===== src/rtl/e2rt_pkg.sv =====
// Package holding the transfer types, CORDIC constants and helper functions for the pose block.
package e2rt_pkg;

    localparam int CORDIC_STAGES = 14;
    localparam int ATAN_ENTRIES = 24;
    localparam int RUN_STAGES = (CORDIC_STAGES < ATAN_ENTRIES) ? CORDIC_STAGES : ATAN_ENTRIES;
    localparam int CW = 34;
    localparam int SW = (RUN_STAGES > 1) ? $clog2(RUN_STAGES) : 1;

    localparam logic signed [CW-1:0] PI_Q30      = 34'sd3373259426;
    localparam logic signed [CW-1:0] HALF_PI_Q30 = 34'sd1686629713;
    localparam logic signed [CW-1:0] GAIN_INV    = 34'sd652032874;

    typedef struct packed {
        logic signed [15:0] roll_angle;
        logic signed [15:0] pitch_angle;
        logic signed [15:0] yaw_angle;
        logic signed [31:0] shift_x;
        logic signed [31:0] shift_y;
        logic signed [31:0] shift_z;
    } t_in;

    typedef struct packed {
        logic signed [15:0] rot_r0c0;
        logic signed [15:0] rot_r0c1;
        logic signed [15:0] rot_r0c2;
        logic signed [15:0] rot_r1c0;
        logic signed [15:0] rot_r1c1;
        logic signed [15:0] rot_r1c2;
        logic signed [15:0] rot_r2c0;
        logic signed [15:0] rot_r2c1;
        logic signed [15:0] rot_r2c2;
        logic signed [31:0] out_shift_x;
        logic signed [31:0] out_shift_y;
        logic signed [31:0] out_shift_z;
    } t_out;

    typedef struct packed {
        logic signed [CW-1:0] x;
        logic signed [CW-1:0] y;
        logic signed [CW-1:0] z;
        logic                 flip;
    } t_rot;

    typedef struct packed {
        t_rot [2:0]  rot;
        logic [95:0] shift;
    } t_cell;

    function automatic logic signed [CW-1:0] atan_q30(input logic [SW-1:0] i);
        logic signed [CW-1:0] v;
        case (int'(i))
            0: v = 34'sd843314857;
            1: v = 34'sd497837829;
            2: v = 34'sd263043837;
            3: v = 34'sd133525159;
            4: v = 34'sd67021687;
            5: v = 34'sd33543516;
            6: v = 34'sd16775851;
            7: v = 34'sd8388437;
            8: v = 34'sd4194283;
            9: v = 34'sd2097149;
            default: v = 34'sd1 <<< (30 - int'(i));
        endcase
        return v;
    endfunction

    function automatic logic signed [15:0] to_q14(input logic signed [63:0] v);
        logic signed [63:0] r;
        r = (v + (64'sd1 <<< 45)) >>> 46;
        if (r > 64'sd16384) r = 64'sd16384;
        if (r < -64'sd16384) r = -64'sd16384;
        return r[15:0];
    endfunction

endpackage


===== src/rtl/e2rt_cell.sv =====
// One CORDIC rotation cell acting on all three angles of an item.
module e2rt_cell (
    input  logic                   i_clk,
    input  logic                   i_en,
    input  logic [e2rt_pkg::SW-1:0] i_stage,
    input  e2rt_pkg::t_cell        i_d,
    output e2rt_pkg::t_cell        o_q
);
    e2rt_pkg::t_cell n_q;
    e2rt_pkg::t_cell r_q;
    logic signed [e2rt_pkg::CW-1:0] w_at;

    always_comb begin
        w_at = e2rt_pkg::atan_q30(i_stage);
        n_q = i_d;
        for (int k = 0; k < 3; k++) begin
            if (!i_d.rot[k].z[e2rt_pkg::CW-1]) begin
                n_q.rot[k].x = i_d.rot[k].x - (i_d.rot[k].y >>> i_stage);
                n_q.rot[k].y = i_d.rot[k].y + (i_d.rot[k].x >>> i_stage);
                n_q.rot[k].z = i_d.rot[k].z - w_at;
            end else begin
                n_q.rot[k].x = i_d.rot[k].x + (i_d.rot[k].y >>> i_stage);
                n_q.rot[k].y = i_d.rot[k].y - (i_d.rot[k].x >>> i_stage);
                n_q.rot[k].z = i_d.rot[k].z + w_at;
            end
        end
    end

    always_ff @(posedge i_clk) begin
        if (i_en) r_q <= n_q;
    end

    assign o_q = r_q;
endmodule


===== config.mk =====
export PLATFORM = sky130hd
export DESIGN_NAME = e2rt_cell
export DESIGN_NICKNAME = d
export VERILOG_FILES = /design/src/rtl/e2rt_pkg.sv /design/src/rtl/e2rt_cell.sv
export SDC_FILE = /design/constraint.sdc
export NUM_CORES = 2
export LEC_CHECK = 0
export BUFFER_PORTS_ARGS = -buffer_cell sky130_fd_sc_hd__buf_4
export CORE_MARGIN = 2
export CORE_UTILIZATION = 41
export DETAILED_ROUTE_END_ITERATION = 6
export HOLD_SLACK_MARGIN = 0.1
export PLACE_DENSITY_LB_ADDON = 0.1
export SLEW_MARGIN = 20
export SYNTH_ARGS = -nofsm -noshare
export SYNTH_HDL_FRONTEND = slang
export SYNTH_SLANG_ARGS = --single-unit

===== constraint.sdc =====
create_clock -name i_clk -period 14.5 [get_ports i_clk]
set_clock_uncertainty 0.2 [all_clocks]
set_input_delay 0 -clock i_clk [delete_from_list [all_inputs] [get_ports i_clk]]
set_output_delay 0 -clock i_clk [all_outputs]
set_load 0.05 [all_outputs]

==> run_results.csv <==
group,metric,value,unit
floorplan,core,108000,um^2
critical_path,cp.arrival,8010,ps
synthesis,syn_nets,5400,
cts,clockBufferDepth,3,
placed_design,gp_congestion,0.941,
synthesis,synth_top_area_cell,"edfxtp_1",
job,cap_violations,0,
critical_path,critPathMaxStageDelay,750,ps
synthesis,yosys_warnings,0,
drt,ant_nets,0,
critical_path,cp_slowest_cell,"or3_1",
drt,wl_per_cell,23.8,um
critical_path,critPathLaunchType,"input port",
critical_path,crit_family,"simple AND/OR/NAND/NOR gates",
global_routing,grt_pass1_vias,42702,
sta,fmax,128,MHz
synthesis,synth-seq-area-share,27.3,%
cts,htreeDepth,2,
floorplan,dieArea,111000,um^2
global_routing,grt_remaining_overflow,0,
floorplan,die_w,334,um
sta,fin_crit,7820,ps
synthesis,synth_top_flop_cell,"edfxtp_1",
floorplan,die_h,334,um
run_status,status,"complete, no violations",
synthesis,synthDistinctLibCells,107,
cts,cts.clk_slew.worst_paths,60,ps
critical_path,worstSetupPathType,"in -> reg",
critical_path,end_kind,"flop",
critical_path,cp_num_buf_inv,4,
placed_design,placed_cell_area,51500,um^2
drt,via_per_inst,5.85,
synthesis,yosysTopAreaCellShare,27.3,%
finish,most-common-layout-cells,"841 x buf_4, 750 x dlygate4sd3_1, 441 x a21oi_1",
cts,cts_setup_buffers,0,
sta,rsz0062_at_grt,"false",
worst_hold_path,hp-class,"in -> reg",
drt,drtIter0Drc,4005,
sta,maxSlewHeadroom,28.1,%
drt,wirelength,179000,um
sta,worstMarginPinSlew,1080,ps
finish,drive_gt1_share,20.4,%
finish,area_growth,35.8,%
placed_design,dpl.hpwl,134000,um
synthesis,synth_area_leaders,"edfxtp_1 27%, mux4_2 11%, ha_1 8.5%, xnor2_1 6.4%, a21oi_1 4.9%",
drt,first_pass_iters,7,
floorplan,initial_core_util,41.5,%
cts,cts_buffers,49,
power_and_ir_drop,powerDensity,118,nW/um^2
sta,hold_viol_final,0,
sta,finalSetupTns,0,ps
global_routing,antenna_found_initial,6,
critical_path,crit_chain,"buf_8, buf_4, or3_1, o22ai_1, a2111oi_2, and3_1, and3_1, and2_0, nor3b_4, a21oi_1, xnor2_1, ha_1, and3_1, and3_1, and4_1, o311ai_0, a31oi_1, nor4_1, o21bai_1, a311oi_1, dlygate4sd3_1, nor2_1, dlygate4sd3_1",
floorplan,io_pins,816,
synthesis,synth_cells,4676,
synthesis,syn_area,44600,um^2
critical_path,worst-path-max-fanout,86,
finish,largest_register_ffs,405,
placed_design,portBuffers,815,
finish,mostFrequentLayoutCell,"buf_4",
cts,cts_tree,"done",
cts,cts_root_buffer,"clkbuf_16",
power_and_ir_drop,peakVddDrop,0.128,mV
critical_path,cp_common_cell,"and3_1",
finish,fin_area,60600,um^2
power_and_ir_drop,p_leak,25.2,nW
sta,slew_viol_final,0,
critical_path,cp_data_required_time,14690,ps
synthesis,synth_edf_count,405,
cts,cts.repair.resized,0,
floorplan,rows,120,
global_routing,track_usage,30.9,%
drt,drc,0,
finish,layout.nets,6803,
cts,postCtsHoldBufs,750,
sta,fin_crit_sh,53.9,%
synthesis,ys_seq_elements,405,
drt,vias,44094,
synthesis,async_reset_ff_share,0,%
synthesis,synth.avg_cell_area,9.54,um^2
sta,final-setup-viol-count,0,
global_routing,grt_max_degree,150,
cts,clock-sinks,405,
global_routing,grt_pass1_wl,266000,um
-- synthesized netlist by cell type, types with 13 or more instances --
| cell type | number |
|---|---|
| nor2_1 | 363 |
| a21boi_0 | 21 |
| o211ai_1 | 32 |
| and2_1 | 51 |
| clkbuf_1 | 100 |
| o31ai_1 | 22 |
| o22ai_1 | 47 |
| o21ai_0 | 263 |
| a2111oi_0 | 15 |
| edfxtp_1 | 405 |
| a21oi_1 | 441 |
| nand4_1 | 29 |
| mux2i_1 | 198 |
| and3_1 | 43 |
| mux4_1 | 15 |
| inv_1 | 132 |
| a21o_1 | 140 |
| o21a_1 | 55 |
| or3_1 | 21 |
| o21bai_1 | 31 |
| buf_6 | 30 |
| ha_1 | 304 |
| a211oi_1 | 56 |
| mux4_2 | 212 |
| nand2b_1 | 33 |
| nand2_1 | 403 |
| nor2b_1 | 45 |
| a41oi_1 | 13 |
| mux2_2 | 62 |
| buf_2 | 60 |
| xor2_1 | 158 |
| a31oi_1 | 90 |
| a211o_1 | 18 |
| xnor2_1 | 326 |
| buf_1 | 38 |
| nand3_1 | 80 |
| nor3_1 | 81 |
-- logic make-up (layout without fill, tap and decap cells) --
logic type | count (synthesis) | in the layout | synth area share (%)
flip-flops | 405 | 405 | 27.3
other | 0 | 9 | 0
buffers and inverters | 383 | 1826 | 4.23
XOR/XNOR | 484 | 484 | 9.50
AO/OA/AOI/OAI | 1365 | 1365 | 19.2
AND/OR/NAND/NOR | 1233 | 1233 | 13.0
multiplexers | 493 | 493 | 17.8
adder cells (fa/ha/maj) | 313 | 313 | 8.93
-- where the power goes --
part	switching [W]	internal [W]	leakage, nW
logic	0.00248	0.00168	20.5
registers	0.0000934	0.00167	3.97
clock network	0.000535	0.000689	0.750
-- area by class of cell --
type	count	area, um^2
multi-input combinational	3888	30600
antenna	9	22.5
fill	9552	46900
clock buffer	63	1300
clock inverter	28	248
tap	1403	1760
timing repair buffer	1600	14000
sequential	405	12200
inverter	135	519
-- per-stage QoR --
step / std cells / hold slack (ps) / total power [W] / util (%) / setup slack, ps
3_5_place_dp: 6681 / -20.7 / 0.00543 / 47.9 / 7100
6_report: 7531 / 119 / 0.00715 / 56.3 / 6680
4_1_cts: 7522 / 101 / 0.00714 / 56.3 / 6960
5_1_grt: 7526 / 124 / 0.00751 / 56.3 / 6340
2_1_floorplan: 4676 / -101 / 0.00434 / - / 8050
3_3_place_gp: 6681 / -22.1 / 0.00543 / 47.9 / 7220
-- final timing paths --
| path | cells past startpoint | from | end |
|---|---|---|---|
| max | 23 | i_stage[2] | o_q[401] |
| min | 3 | i_d[372] | o_q[372] |
-- layer usage --
layer | part of all wire [%] | global-route usage [%] | vias to the layer above
met2 | 48 | 52.8 | 1890
li1 | - | - | 20623
met5 | 0.0072 | 0 | -
met4 | 4.1 | 11.6 | 2
met3 | 6.6 | 4.25 | 318
met1 | 41 | 39.7 | 21261
(Power assumes the default switching activity.)
